[src/hdl/bni_pkg.sv]
// Shared types, constants and the round-and-saturate helper for the batch-norm block.
// No dependencies; every other file imports this package.
`timescale 1ns / 1ps
`default_nettype none

package bni_pkg;

  localparam int DATA_W        = 16;
  localparam int FRAC_BITS     = 8;
  localparam int MAX_SLOTS_DEF = 256;
  localparam int SLOT_W        = 8;
  localparam int REP_CNT_W     = 20;
  localparam int PIU_W         = 9;
  localparam int REP_W         = 21;
  localparam int CFG_W         = 21;
  localparam int CFG_IDX_W     = 1;
  // wide enough for the result accumulator plus the rounding offset
  localparam int RS_W          = 2 * DATA_W + 4;

  localparam logic OP_LOAD   = 1'b0;
  localparam logic OP_SAMPLE = 1'b1;

  typedef enum logic [CFG_IDX_W-1:0] {
    CFG_PARAMS_IN_USE = 1'b0,
    CFG_REPEAT_COUNT  = 1'b1
  } cfg_reg_t;

  typedef struct packed {
    logic                     operation;
    logic [SLOT_W-1:0]        param_index;
    logic signed [DATA_W-1:0] mean_value;
    logic signed [DATA_W-1:0] recip_sqrt_var_value;
    logic signed [DATA_W-1:0] gamma_value;
    logic signed [DATA_W-1:0] beta_value;
    logic signed [DATA_W-1:0] sample;
    logic                     restart;
  } in_item_t;

  typedef struct packed {
    logic signed [DATA_W-1:0] result_value;
    logic                     saturated;
    logic [SLOT_W-1:0]        slot_used;
  } out_item_t;

  // sample with its slot parameters, after the table read
  typedef struct packed {
    logic signed [DATA_W-1:0] sample;
    logic [SLOT_W-1:0]        slot;
    logic signed [DATA_W-1:0] mean;
    logic signed [DATA_W-1:0] scale;
    logic signed [DATA_W-1:0] beta;
  } stage_t;

  localparam logic signed [RS_W-1:0] RS_HALF = RS_W'(2 ** FRAC_BITS / 2);
  localparam logic signed [RS_W-1:0] RS_MAX  = RS_W'(2 ** (DATA_W - 1) - 1);
  localparam logic signed [RS_W-1:0] RS_MIN  = -RS_MAX - RS_W'(1);

  // Round half up to FRAC_BITS fewer fraction bits, then clip.
  // Returns {clipped, value}.
  function automatic logic [DATA_W:0] round_sat(input logic signed [RS_W-1:0] v);
    logic signed [RS_W-1:0] r;
    logic [DATA_W:0]        res;
    r = (v + RS_HALF) >>> FRAC_BITS;
    if (r > RS_MAX) begin
      res = {1'b1, RS_MAX[DATA_W-1:0]};
    end else if (r < RS_MIN) begin
      res = {1'b1, RS_MIN[DATA_W-1:0]};
    end else begin
      res = {1'b0, r[DATA_W-1:0]};
    end
    return res;
  endfunction

endpackage

`default_nettype wire

[src/hdl/bni_ctrl.sv]
// Configuration registers and the repeat/slot position counters.
// Depends on bni_pkg.
`timescale 1ns / 1ps
`default_nettype none

module bni_ctrl
  import bni_pkg::*;
#(
  parameter int MAX_SLOTS = MAX_SLOTS_DEF
) (
  input  wire logic                 clk,
  input  wire logic                 rst_n,
  input  wire logic                 cfg_we,
  input  wire logic [CFG_IDX_W-1:0] cfg_index,
  input  wire logic [CFG_W-1:0]     cfg_wdata,
  input  wire logic                 take,
  input  wire logic                 restart,
  output logic      [SLOT_W-1:0]    slot
);

  localparam int LIM_W = ($clog2(MAX_SLOTS + 1) > PIU_W) ? $clog2(MAX_SLOTS + 1) : PIU_W;
  localparam logic [LIM_W-1:0] SLOT_LIMIT = LIM_W'(MAX_SLOTS);
  localparam logic [REP_W-1:0] REP_LIMIT  = REP_W'(2 ** REP_CNT_W);

  logic [PIU_W-1:0]     piu_r;
  logic [REP_W-1:0]     rep_r;
  logic [REP_CNT_W-1:0] rc_r, rc_nxt, rc_base;
  logic [SLOT_W-1:0]    sc_r, sc_nxt, sc_base;
  logic [REP_W-1:0]     reps_eff, rc_sum;
  logic [LIM_W-1:0]     slots_eff, sc_sum, piu_ext;

  always_comb begin
    rc_base = restart ? '0 : rc_r;
    sc_base = restart ? '0 : sc_r;

    if (rep_r == '0) begin
      reps_eff = REP_W'(1);
    end else if (rep_r > REP_LIMIT) begin
      reps_eff = REP_LIMIT;
    end else begin
      reps_eff = rep_r;
    end

    piu_ext = LIM_W'(piu_r);
    if (piu_ext == '0) begin
      slots_eff = LIM_W'(1);
    end else if (piu_ext > SLOT_LIMIT) begin
      slots_eff = SLOT_LIMIT;
    end else begin
      slots_eff = piu_ext;
    end

    // one extra bit catches the counter wrap as well as the limit
    rc_sum = REP_W'(rc_base) + REP_W'(1);
    sc_sum = LIM_W'(sc_base) + LIM_W'(1);
    rc_nxt = rc_sum[REP_CNT_W-1:0];
    sc_nxt = sc_base;
    if (rc_sum >= reps_eff) begin
      rc_nxt = '0;
      sc_nxt = (sc_sum >= slots_eff) ? '0 : sc_sum[SLOT_W-1:0];
    end

    slot = (LIM_W'(sc_base) >= SLOT_LIMIT) ? '0 : sc_base;
  end

  always_ff @(posedge clk) begin
    if (!rst_n) begin
      piu_r <= PIU_W'(1);
      rep_r <= REP_W'(1);
      rc_r  <= '0;
      sc_r  <= '0;
    end else begin
      if (cfg_we) begin
        unique case (cfg_reg_t'(cfg_index))
          CFG_PARAMS_IN_USE: piu_r <= cfg_wdata[PIU_W-1:0];
          CFG_REPEAT_COUNT:  rep_r <= cfg_wdata[REP_W-1:0];
        endcase
      end
      if (take) begin
        rc_r <= rc_nxt;
        sc_r <= sc_nxt;
      end
    end
  end

endmodule

`default_nettype wire

[config.mk]
export PLATFORM = sky130hd
export DESIGN_NAME = bni_ctrl
export DESIGN_NICKNAME = d
export VERILOG_FILES = /design/src/hdl/bni_pkg.sv /design/src/hdl/bni_ctrl.sv
export SDC_FILE = /design/constraint.sdc
export NUM_CORES = 1
export LEC_CHECK = 0
export BUFFER_PORTS_ARGS = -buffer_cell sky130_fd_sc_hd__buf_2
export CORE_AREA = 5 5 110 112
export CTS_BUF_LIST = sky130_fd_sc_hd__clkbuf_4 sky130_fd_sc_hd__clkbuf_8 sky130_fd_sc_hd__clkbuf_16
export DETAILED_ROUTE_END_ITERATION = 16
export DIE_AREA = 0 0 115 117
export PLACE_DENSITY_LB_ADDON = 0.08
export SETUP_SLACK_MARGIN = 0.1
export SLEW_MARGIN = 20
export SYNTH_ARGS = -nofsm -noshare
export SYNTH_HDL_FRONTEND = slang
export SYNTH_SLANG_ARGS = --single-unit
[constraint.sdc]
create_clock -name clk -period 3.9 [get_ports clk]
set_input_delay 0.39 -clock clk [delete_from_list [all_inputs] [get_ports clk]]
set_output_delay 0.39 -clock clk [all_outputs]
set_load 0.02 [all_outputs]
# == Word-level counts from Yosys, hierarchy flattened ==
# Cells that the tools add are included.
# classes
addsub,2
n_lt_le_gt_ge,4
n_mux,9
n_bitwise,1
n_reduce_logical,4
# ops
cell,n
2-to-1 mux 21 bit,2
2-to-1 mux 20 bit,2
2-to-1 mux 8 bit,3
adder 20 x 1 -> 21 bit (second input constant),1
>= comparator 21 bit,1
greater-than comparator 21 bit (second input constant),1
logical NOT 21 bit,1
2-to-1 mux 9 bit,2
adder 8 x 1 -> 9 bit (second input constant),1
>= comparator 9 bit,1
greater-than comparator 9 bit (second input constant),1
logical NOT 9 bit,1
AND reduction 2 bit,2
inverter 1 bit,1
# totals
regBits,58
input_bits,27
output_inout_bits,8
elab_cells,24

# == Logic depth before layout (Yosys ltp) ==
# depth
word_depth,6
depth_mapped,20

# == Worst setup path before layout ==
# OpenSTA, ideal clock, no wires.
# synth_timing
path_kind,in2reg
from,input port restart
to,register sc_r[3]
arrival_ns,3.749
required_ns,3.785
setup_slack_ns,0.036
stages,19
n_path_buf,5
cell_sequence,buf_6 clkbuf_1 buf_1 nor2b_1 ha_1 and4b_1 buf_2 and3_1 nand2_1 o21a_1 o21a_1 ha_1 nand4_1 nor3_2 o2111ai_1 or2_1 buf_6 a32o_1 o21a_1
# synth_via
elab_chain_cells,5
word_cells_on_any_way,8
# synth_lines
element,line,source
from (decl),bni_ctrl.sv:17,"input wire logic restart,"
branches (longest 4 deep; another with adder 20 x 1 -> 21 bit),--,
2-to-1 mux 8 bit (*),bni_ctrl.sv:58,if (rc_sum >= reps_eff) begin
to (signal assigned),bni_ctrl.sv:81,sc_r <= sc_nxt;
to (decl),bni_ctrl.sv:28,"logic [SLOT_W-1:0] sc_r, sc_nxt, sc_base;"
# Mark *: on every way between the ends.
# A chain may end at the register's enable or synchronous reset.

# == Final worst setup path ==
# layout_timing
from,register rc_r[0]
to,register rc_r[14]
# layout_via
elab_chain_cells,4
# layout_lines
element,line,source
from (decl),bni_ctrl.sv:27,"logic [REP_CNT_W-1:0] rc_r, rc_nxt, rc_base;"
from (signal assigned),bni_ctrl.sv:80,rc_r <= rc_nxt;
2-to-1 mux 20 bit (*),bni_ctrl.sv:33,rc_base = restart ? '0 : rc_r;
adder 20 x 1 -> 21 bit (*),bni_ctrl.sv:54,rc_sum = REP_W'(rc_base) + REP_W'(1);
>= comparator 21 bit,bni_ctrl.sv:58,
2-to-1 mux 20 bit (*),bni_ctrl.sv:58,
# Every way passes the cells marked *; elsewhere a longest branch is shown, timed or not.

==> reports/qor.txt <==
nets@finish - 591
Seq/Total Area, Yosys - 0.310
total grt overflow - 0
DRT antenna net count - 0
area delta synth->final - 16.3%
synth unique cells - 52
Post-synth EDFFs - 0
XOR/XNOR Fraction of Synth Area - 0.0468
initial DRC count - 149
Detail Placement HPWL - 7730 µm
CTS clk-pin slew, worst paths - 0.05 ns
CP Max Fanout - 11
TritonCTS Buffers - 9
status - finished, final reports clean
worst hold slack - 0.305 ns
pre-CTS setup slack - 0.0660 ns
syn nets - 563
setup slack after layout - 0.367 ns
Post-Synth Adder-Cell Area - 0.107
flops & latches, synth - 58
Finish-stage setup viols - 0
Post-Syn Area - 3740 µm²
Placement Rows - 39
VDD IR max - 0.133 mV
# fillers - 1205
Compound-Gate Fraction of Synth Area - 0.175
buffers added on ports - 34
Setup Total Neg Slack - 0 ns
total wire length - 10300 µm
initial antenna violation count - 0
Yosys Warn Count - 0
Core ar. - 11100 µm²
Clock Tree Root - clkbuf_16
DRT met1 WL - 5210 µm
total number of clock tree sinks - 58
Total Power - 1.54 mW
Period minus WS final - 3.53 ns
ANT cells - 0
Final Util - 0.391
clock latency on the worst-skew pair - 0.32 ns
IO Pins - 35
Worst setup EP type - flop
die height - 117 µm
H-tree levels - 3
Worst slew margin - 0.435
die width - 115 µm
max_cap viols - 0
main combinational cell family by area after synthesis - simple AND/OR/NAND/NOR gates
vias in the first global route - 3447
Main synth FF type - dfxtp_1
share of layout cells above drive strength 1 - 0.131
fmax - 283 MHz
placed cell areas - 4060 µm²
top layer in use - met4
Avg Inst Size Synth - 7.43 µm²
drt wl/cell - 15.2 µm
DRC violations left - 0
period utilization - 0.906
required time of the critical path - 4.08 ns
Crit Path Category - reg -> reg
detailed-route via count - 3560
Initial DRT Pass Iterations - 4
Setup crit start kind - flop
first-pass GRT wire length - 17100 µm
static leakage - 1.71 nW
Power per Cell Area - 354 nW/µm²
clk buf depth - 2
Final Hold Vio Count - 0
final non-filler cell total - 679
mux share of post-synthesis cell area - 0.00535
RSZ-0062 raised after global routing - no
Mapped Cells - 504
Worst Clk Skew - 0.00708 ns
final non-filler cell area - 4350 µm²
die area - 13500 µm²
Async S/R FF share, synth - 0
Final Slew Violations - 0
met2 wire len - 4570 µm
Slew @ Worst Pin - 0.847 ns
CP arrival - 3.71 ns
largest net degree at the start of global routing - 46
met3 routed WL - 426 µm
# placed instances - 664
Post-Synth Simple-Gate Area - 0.313
HP Class - in -> reg
GPL Wtd Cong - 0.766
CTS tree - done
detailed-route vias per instance - 5.24
total track usage - 0.160
Starting Density - 0.336
## cells by family after synthesis
family          after synthesis
compound gates              106
xor+xnor                     20
fa+ha+maj                    32
buf+inv                      36
flops                        58
mux                           2
simple gates                250
## path summary, 6_finish.rpt
check / from / endpoint / slack [ns] / cells past startpoint
max: rc_r[0] / rc_r[14] / 0.37 / 15
min: cfg_wdata[9] / rep_r[9] / 0.30 / 3
max reg2reg: rc_r[0] / rc_r[14] / 0.37 / 15
min reg2reg: piu_ext[0] / piu_ext[0] / 0.47 / 2
## metal layers
metal / vias to the layer above / track usage
met4: 0 / 0.0556
met2: 68 / 0.241
met3: 12 / 0.0298
met1: 1632 / 0.229
met5: - / 0
li1: 1848 / -
## timing repair
item	4_1_cts	5_1_grt
buffers inserted	0	0
setup endpoints to repair	0	22
hold endpoints to repair	0	0
resized for setup	0	6
hold buffers	0	0
## state kept, by name, indices dropped and copies added, names as in the netlist
name,count
sc_r,8
rep_r,21
piu_ext,9
rc_r,20
## area by class of cell
| cell class | count | area, µm² | share of cell area |
|---|---|---|---|
| clock buffers | 12 | 260 | 0.0598 |
| repair buffers | 44 | 258 | 0.0592 |
| multi-input cells | 410 | 2450 | 0.562 |
| well taps | 143 | 179 | 0.0411 |
| inverters | 9 | 33.8 | 0.00776 |
| clock inverters | 3 | 15.0 | 0.00345 |
| flip-flops and latches | 58 | 1160 | 0.267 |
## Yosys cell counts, drive strengths merged, types with 6 or more instances
cell | instances | area, µm²
a21oi | 54 | 270
a31oi | 9 | 56.3
buf | 11 | 63.8
clkbuf | 16 | 60.1
dfxtp | 58 | 1160
ha | 32 | 400
inv | 8 | 30.0
nand2 | 134 | 503
nand3 | 18 | 90.1
nand4 | 19 | 119
nor2 | 31 | 124
nor2b | 13 | 81.3
nor4 | 7 | 43.8
o211ai | 6 | 45.0
o21ai | 10 | 50.0
xnor2 | 11 | 96.3
xor2 | 9 | 78.8
## critical path, stage by stage, from the launching register on
cell	delay (ns)
dfxtp_1	0.37
nor2b_2	0.19
ha_1	0.19
and4b_1	0.23
and3_2	0.26
nand2_1	0.10
o21a_1	0.21
o21a_1	0.18
ha_1	0.29
nand4_1	0.17
nor3_4	0.22
o2111ai_1	0.21
or2_4	0.33
buf_4	0.20
a32oi_1	0.20
nor2_1	0.05
## layout by cell type, fill, tap and decap left out, drive strengths merged, types with 2 or more instances in the layout
cell type and n:
xor2 9, a32o 4, nand3 18, nor3b 2
nand3b 2, and2 2, nand2 134, or4 2
dfxtp 58, a31oi 9, a21o 2, buf 44
nor3 5, xnor2 11, clkinv 4, a32oi 4
o21ai 10, nor2b 13, o211ai 6, nor2 31
clkbuf 12, o2111a 2, nand4 19, nor4 7
o2111ai 4, inv 8, ha 32, a21oi 54
and3 4, and4 3, o21a 4, nand2b 4
mux2i 2
## where the power goes
part	internal [mW]	switching [mW]	total, mW
registers	0.612	0.0148	0.627
clock network	0.464	0.264	0.728
logic	0.0688	0.119	0.187
(Power assumes the default switching activity.)
