### src/hdl/bni_pkg.sv
// Shared types, constants and the round-and-saturate helper for the batch-norm block.
// No dependencies; every other file imports this package.
`timescale 1ns / 1ps
`default_nettype none

package bni_pkg;

  localparam int DATA_W        = 16;
  localparam int FRAC_BITS     = 8;
  localparam int MAX_SLOTS_DEF = 256;
  localparam int SLOT_W        = 8;
  localparam int REP_CNT_W     = 20;
  localparam int PIU_W         = 9;
  localparam int REP_W         = 21;
  localparam int CFG_W         = 21;
  localparam int CFG_IDX_W     = 1;
  // wide enough for the result accumulator plus the rounding offset
  localparam int RS_W          = 2 * DATA_W + 4;

  localparam logic OP_LOAD   = 1'b0;
  localparam logic OP_SAMPLE = 1'b1;

  typedef enum logic [CFG_IDX_W-1:0] {
    CFG_PARAMS_IN_USE = 1'b0,
    CFG_REPEAT_COUNT  = 1'b1
  } cfg_reg_t;

  typedef struct packed {
    logic                     operation;
    logic [SLOT_W-1:0]        param_index;
    logic signed [DATA_W-1:0] mean_value;
    logic signed [DATA_W-1:0] recip_sqrt_var_value;
    logic signed [DATA_W-1:0] gamma_value;
    logic signed [DATA_W-1:0] beta_value;
    logic signed [DATA_W-1:0] sample;
    logic                     restart;
  } in_item_t;

  typedef struct packed {
    logic signed [DATA_W-1:0] result_value;
    logic                     saturated;
    logic [SLOT_W-1:0]        slot_used;
  } out_item_t;

  // sample with its slot parameters, after the table read
  typedef struct packed {
    logic signed [DATA_W-1:0] sample;
    logic [SLOT_W-1:0]        slot;
    logic signed [DATA_W-1:0] mean;
    logic signed [DATA_W-1:0] scale;
    logic signed [DATA_W-1:0] beta;
  } stage_t;

  localparam logic signed [RS_W-1:0] RS_HALF = RS_W'(2 ** FRAC_BITS / 2);
  localparam logic signed [RS_W-1:0] RS_MAX  = RS_W'(2 ** (DATA_W - 1) - 1);
  localparam logic signed [RS_W-1:0] RS_MIN  = -RS_MAX - RS_W'(1);

  // Round half up to FRAC_BITS fewer fraction bits, then clip.
  // Returns {clipped, value}.
  function automatic logic [DATA_W:0] round_sat(input logic signed [RS_W-1:0] v);
    logic signed [RS_W-1:0] r;
    logic [DATA_W:0]        res;
    r = (v + RS_HALF) >>> FRAC_BITS;
    if (r > RS_MAX) begin
      res = {1'b1, RS_MAX[DATA_W-1:0]};
    end else if (r < RS_MIN) begin
      res = {1'b1, RS_MIN[DATA_W-1:0]};
    end else begin
      res = {1'b0, r[DATA_W-1:0]};
    end
    return res;
  endfunction

endpackage

`default_nettype wire

### src/hdl/bni_datapath.sv
// Subtract, multiply and round/saturate stages with the output register.
// Depends on bni_pkg; fed by bni_param_store.
`timescale 1ns / 1ps
`default_nettype none

module bni_datapath
  import bni_pkg::*;
(
  input  wire logic   clk,
  input  wire logic   rst_n,
  input  wire logic   in_valid,
  input  wire stage_t in_data,
  output logic        ready,
  input  wire logic   out_stall,
  output logic        out_valid,
  output out_item_t   out_data
);

  localparam int DIFF_W = DATA_W + 1;
  localparam int PROD_W = DIFF_W + DATA_W;

  logic                     s3_v_r, s4_v_r, out_v_r;
  logic signed [DIFF_W-1:0] s3_diff_r;
  logic signed [DATA_W-1:0] s3_scale_r, s3_beta_r, s4_beta_r;
  logic [SLOT_W-1:0]        s3_slot_r, s4_slot_r;
  logic signed [PROD_W-1:0] s4_prod_r;
  out_item_t                out_r;

  logic                     out_rdy, s4_adv, s3_adv;
  logic signed [DIFF_W-1:0] diff;
  logic signed [PROD_W-1:0] prod;
  logic signed [RS_W-1:0]   acc;
  logic [DATA_W:0]          res;

  always_comb begin
    out_rdy = !out_v_r || !out_stall;
    s4_adv  = !s4_v_r || out_rdy;
    s3_adv  = !s3_v_r || s4_adv;
    ready   = s3_adv;

    diff = DIFF_W'(in_data.sample) - DIFF_W'(in_data.mean);
    prod = PROD_W'(s3_diff_r) * PROD_W'(s3_scale_r);
    acc  = RS_W'(s4_prod_r) + (RS_W'(s4_beta_r) <<< FRAC_BITS);
    res  = round_sat(acc);
  end

  always_ff @(posedge clk) begin
    if (!rst_n) begin
      s3_v_r  <= 1'b0;
      s4_v_r  <= 1'b0;
      out_v_r <= 1'b0;
    end else begin
      if (s3_adv) s3_v_r <= in_valid;
      if (s4_adv) s4_v_r <= s3_v_r;
      if (out_rdy) out_v_r <= s4_v_r;
    end
  end

  always_ff @(posedge clk) begin
    if (s3_adv && in_valid) begin
      s3_diff_r  <= diff;
      s3_scale_r <= in_data.scale;
      s3_beta_r  <= in_data.beta;
      s3_slot_r  <= in_data.slot;
    end
    if (s4_adv && s3_v_r) begin
      s4_prod_r <= prod;
      s4_beta_r <= s3_beta_r;
      s4_slot_r <= s3_slot_r;
    end
    if (out_rdy && s4_v_r) begin
      out_r.result_value <= res[DATA_W-1:0];
      out_r.saturated    <= res[DATA_W];
      out_r.slot_used    <= s4_slot_r;
    end
  end

  assign out_valid = out_v_r;
  assign out_data  = out_r;

endmodule

`default_nettype wire

### config.mk
export PLATFORM = sky130hd
export DESIGN_NAME = bni_datapath
export DESIGN_NICKNAME = d
export VERILOG_FILES = /design/src/hdl/bni_pkg.sv /design/src/hdl/bni_datapath.sv
export SDC_FILE = /design/constraint.sdc
export NUM_CORES = 1
export LEC_CHECK = 0
export ABC_AREA = 1
export BUFFER_PORTS_ARGS = -buffer_cell sky130_fd_sc_hd__buf_2
export CORE_AREA = 2 2 235 179
export DETAILED_ROUTE_END_ITERATION = 8
export DIE_AREA = 0 0 237 181
export PLACE_DENSITY = 0.7
export SETUP_SLACK_MARGIN = 0.15
export SYNTH_ARGS = -nofsm -noshare
export SYNTH_HDL_FRONTEND = slang
export SYNTH_SLANG_ARGS = --single-unit
export TNS_END_PERCENT = 100
### constraint.sdc
create_clock -name clk -period 7.3 [get_ports clk]
set_input_delay 0.365 -clock clk [delete_from_list [all_inputs] [get_ports clk]]
set_output_delay 0.365 -clock clk [all_outputs]
set_load 0.1 [all_outputs]
* Word level (Yosys, flattened, before mapping)
Cells that the tools add are included.
** Storage, ports and cells
- Bits of input ports :: 76
- Logic and storage cells :: 30
- Output and inout bits :: 27
- Register bits :: 142
- Bits in writable memories :: 0
- Memories kept :: 0
- Bits in read-only memories :: 0
- Bits in latches :: 0
** Operators by class
- Shift operators :: 0
- $lt $le $gt $ge :: 2
- Mux-type cells :: 1
- Div/mod/pow operators :: 0
- Multiply operators :: 1
- Eq/ne operators :: 0
- Reductions and logical operators :: 10
- Bitwise operators :: 0
- $add $sub $neg :: 3
** Operators with widths (count)
- $add 34x9->35 const B :: 1
- $add 33x24->34 :: 1
- $mul 17x16->33 :: 1
- $gt 27x16->1 const B :: 1
- $lt 27x16->1 const B :: 1
- $mux 17 :: 1
- $sub 16x16->17 :: 1
- $logic_not 1->1 :: 4
- $logic_and 1x1->1 :: 3
- $logic_or 1x1->1 :: 3

* Longest topological paths before layout
- Depth in word-level cells :: 5
- Depth in mapped cells :: 28
- Mapped depth without buffers :: 26

* Least setup slack after synthesis
OpenSTA, ideal clock, no wires.
- Path kind :: register to register
- From :: reg s3_scale_r[5]
- To :: reg s4_prod_r[32] (data pin)
- Cell stages (with the launch flop) :: 23
- Arrival time :: 5.847 ns
- Library setup time :: 0.261 ns
- Required time :: 7.039 ns
- Period minus slack after synthesis :: 6.107 ns
- Path slack :: 1.193 ns
- Path buffers :: 2
- Cells stage by stage :: edfxtp_1 > clkbuf_1 > clkbuf_1 > nand2_1 > fa_1 > inv_1 > fa_1 > inv_1 > fa_1 > inv_1 > fa_1 > fa_1 > inv_1 > fa_1 > inv_1 > ha_1 > a21oi_1 > o21ai_0 > a21oi_1 > nand2_1 > a21oi_1 > nand2_1 > xor2_1
** On the way
- Cells in the longest elaborated chain, start to end :: 1
** RTL lines
- start, declared :: line bni_datapath.sv:24 : logic signed [DATA_W-1:0] s3_scale_r, s3_beta_r, s4_beta_r;
- start signal, assigned :: line bni_datapath.sv:62 : s3_scale_r <= in_data.scale;
- $mul 17x16->33 :: line bni_datapath.sv:42 : prod = PROD_W'(s3_diff_r) * PROD_W'(s3_scale_r);
- named net prod[32] :: line bni_datapath.sv:31 : logic signed [PROD_W-1:0] prod;
- end signal, assigned :: line bni_datapath.sv:67 : s4_prod_r <= prod;
- end, declared :: line bni_datapath.sv:26 : logic signed [PROD_W-1:0] s4_prod_r;
The timed path passes the listed nets, and every way through them passes these cells.
A chain may end at the register's enable or synchronous reset.

* Final worst setup path
- From :: reg s3_scale_r[4]
- To :: reg s4_prod_r[30] (data pin)
The elaborated chain is that of the path after synthesis.

==> impl_metrics.py <==
metrics = {
    "outcome": {
        "outcome": "finished clean",
    },
    "critical_path": {
        "r2r_slack_ns": 0.73,
        "critical_path_buf_inv_count": 4,
        "crit_chain": "nand2_1 > fa_1 > inv_1 > fa_1 > buf_4 > fa_1 > fa_1 > fa_1 > inv_1 > fa_1 > inv_1 > ha_1 > a21oi_1 > o21ai_0 > a221oi_1 > nand2_1 > nand2_1 > nand2_1",
        "path_delay_family": "adder cells",
        "cp-start-kind": "flop",
        "max_stage_delay_ns": 0.87,
        "crit_type": "reg2reg",
        "path_common_cell": "fa_1",
        "path_max_fanout": 17,
        "timing.rr.end": "s4_prod_r[30]$_DFFE_PP_",
        "reg2reg_from": "s3_scale_r[4]$_DFFE_PP_",
        "arrival_ns": 6.76,
        "critPathSlowestCell": "edfxtp_1",
        "required_ns": 7.49,
        "worstSetupEndpointType": "flop",
        "ff2ff_path_depth": 18,
    },
    "routing": {
        "drt-pass1-iter-count": 7,
        "wirelength_um": 43100,
        "ant_nets": 0,
        "drt_iter0_markers": 928,
        "wl_per_cell_um": 15.62,
        "num_vias": 13477,
        "viasPerCell": 4.885,
        "drc_errors": 0,
    },
    "sta": {
        "slew_headroom_pct": 40.73,
        "fmax_mhz": 152.3,
        "slew_viol_final": 0,
        "min_period_over_period_pct": 89.95,
        "fin_worst_skew_ns": 0.02007,
        "final.min_clock_period_ns": 6.567,
        "fin_setup_tns_ns": 0,
        "finalSetupViolations": 0,
        "worstMarginPinSlew_ns": 0.8891,
        "hold_viol_final": 0,
        "rsz0062_at_grt": "false",
    },
    "die": {
        "core_area_mm2": 0.04044,
        "die-area_mm2": 0.04290,
        "die_y_um": 181,
        "start_util_pct": 44.59,
        "fp.dieW_um": 237,
        "rows": 64,
        "pin_count": 103,
    },
    "clocking": {
        "cts_tree": "yes",
        "cts_made_buffers": 17,
        "numClockSinks": 135,
        "postCtsHoldBufs": 0,
        "clk_latency_ns": 0.45,
        "cts_max_path_buffers": 2,
        "clkTransAtPathRegs_ns": 0.08,
        "htreeDepth": 4,
        "clockRootBuffer": "clkbuf_16",
        "postCtsSetupBuffers": 0,
        "cts_resized": 0,
    },
    "placed_design": {
        "hpwl_um": 34890,
        "numPortBuffers": 102,
        "gp_congestion": 0.8789,
    },
    "synthesis": {
        "synth-seq-cells": 135,
        "syn_avg_cell_area_um2": 8.382,
        "netlist-cell-type-count": 41,
        "synth_area_mm2": 0.01803,
        "synthCells": 2151,
        "syn_nets": 2626,
        "ys_warn_count": 0,
        "ys_seq_area_share_pct": 22.32,
    },
    "global_route": {
        "overflow": 0,
        "antenna_found_initial": 0,
        "grt_pass1_vias": 14282,
        "grt_pass1_wl_um": 72680,
        "grt_max_degree": 58,
        "grt_usage_pct": 21.77,
    },
    "layout": {
        "final_common_cell": "inv_1",
        "fill_cells": 3858,
        "area_growth_pct": 8.793,
        "drive_gt1_share_pct": 9.592,
        "layout_common_cells": "613 x inv_1, 541 x nand2_1, 277 x fa_1, 132 x edfxtp_1, 122 x ha_1",
        "fin_nets": 2693,
        "antenna_cells": 0,
    },
    "hold_path": {
        "worstHoldPathCells": 1,
        "holdCritStartpoint": "in_data[16]",
        "hold_path_end": "s3_scale_r[0]$_DFFE_PP_",
        "min_path_type": "in2reg",
    },
    "run": {
        "max-cap-violations": 0,
    },
}
kinds of logic (layout without fill, tap and decap cells):
| kind of cell | count (synthesis) | in the layout | share of synthesized area (%) |
|---|---|---|---|
| flops | 135 | 135 | 22.32 |
| buf+inv | 687 | 767 | 14.48 |
| fa+ha+maj | 399 | 399 | 39.22 |
| xor+xnor | 60 | 60 | 2.915 |
| compound gates | 118 | 118 | 3.588 |
| simple gates | 752 | 752 | 17.48 |
worst max-delay path by stage:
stage	from	to	slack [ns]	cells after the start
floorplan	s3_scale_r[5]$_DFFE_PP_	s4_prod_r[32]$_DFFE_PP_	1.19	22
global placement	s3_scale_r[4]$_DFFE_PP_	s4_prod_r[31]$_DFFE_PP_	0.62	19
detailed placement	s3_scale_r[4]$_DFFE_PP_	s4_prod_r[28]$_DFFE_PP_	0.84	19
CTS	s3_scale_r[4]$_DFFE_PP_	s4_prod_r[28]$_DFFE_PP_	0.81	19
global route	s3_scale_r[4]$_DFFE_PP_	s4_prod_r[31]$_DFFE_PP_	0.38	19
finish	s3_scale_r[4]$_DFFE_PP_	s4_prod_r[30]$_DFFE_PP_	0.73	18
Yosys cell counts, drive strengths merged:
master,instances,area share (%)
a221oi,3,0.15
clkbuf,60,1.3
o21a,1,0.042
a21boi,3,0.12
or2,3,0.10
inv,624,13
o221ai,1,0.049
o2111ai,1,0.049
fa,277,31
o21ai,31,0.86
nand3b,2,0.15
edfxtp,132,22
and2,1,0.035
a21o,5,0.21
xnor2,19,0.92
ha,122,8.5
nand3,51,1.5
xor2,41,2.0
o211ai,1,0.042
nand2,574,12
a31oi,4,0.14
a21oi,65,1.8
dfxtp,3,0.33
nand4,16,0.56
o21bai,3,0.12
buf,3,0.22
nor4,1,0.035
nor2,92,2.2
nor3,12,0.44
registers in the layout (all words and copies together) (netlist names):
| name | flops |
|---|---|
| s3_diff_r | 17 |
| s3_beta_r | 16 |
| s3_v_r | 1 |
| s4_v_r | 1 |
| s3_scale_r | 16 |
| out_valid | 1 |
| s4_slot_r | 8 |
| s4_prod_r | 26 |
| s3_slot_r | 8 |
| s4_beta_r | 16 |
| out_data | 25 |
stage by stage:
stage,util (%),hold WS [ns],setup slack (ns),area [um2],instances
detailed placement,47.01,0.4045,0.8386,19010,2727
finish,48.51,0.08422,0.7335,19620,2759
global route,48.51,0.05900,0.3756,19620,2759
global placement,47.01,0.4003,0.6186,19010,2727
CTS,48.51,0.05659,0.8099,19620,2759
floorplan,-,0.4003,1.193,18030,2151
final cells by class:
cell class	count	area (um2)	area share, %
Timing Repair Buffer	111	578.1	2.947
Inverter	624	2342	11.94
Tap cell	528	660.6	3.368
Multi-Input combinational cell	1329	11410	58.16
Clock buffer	17	425.4	2.169
Clock inverter	15	177.7	0.9058
Sequential cell	135	4024	20.51
layer usage:
| metal | track usage [%] | wire length, um | up-vias |
|---|---|---|---|
| li1 | - | - | 6426 |
| met1 | 30.83 | 20040 | 6524 |
| met2 | 33.25 | 18750 | 455 |
| met3 | 4.461 | 3098 | 72 |
| met4 | 7.671 | 1216 | 0 |
| met5 | 0 | 0 | - |
Power is left out: the tool's default activity adds up to more than one toggle a clock period on the data nets, which glitch-free logic cannot reach.
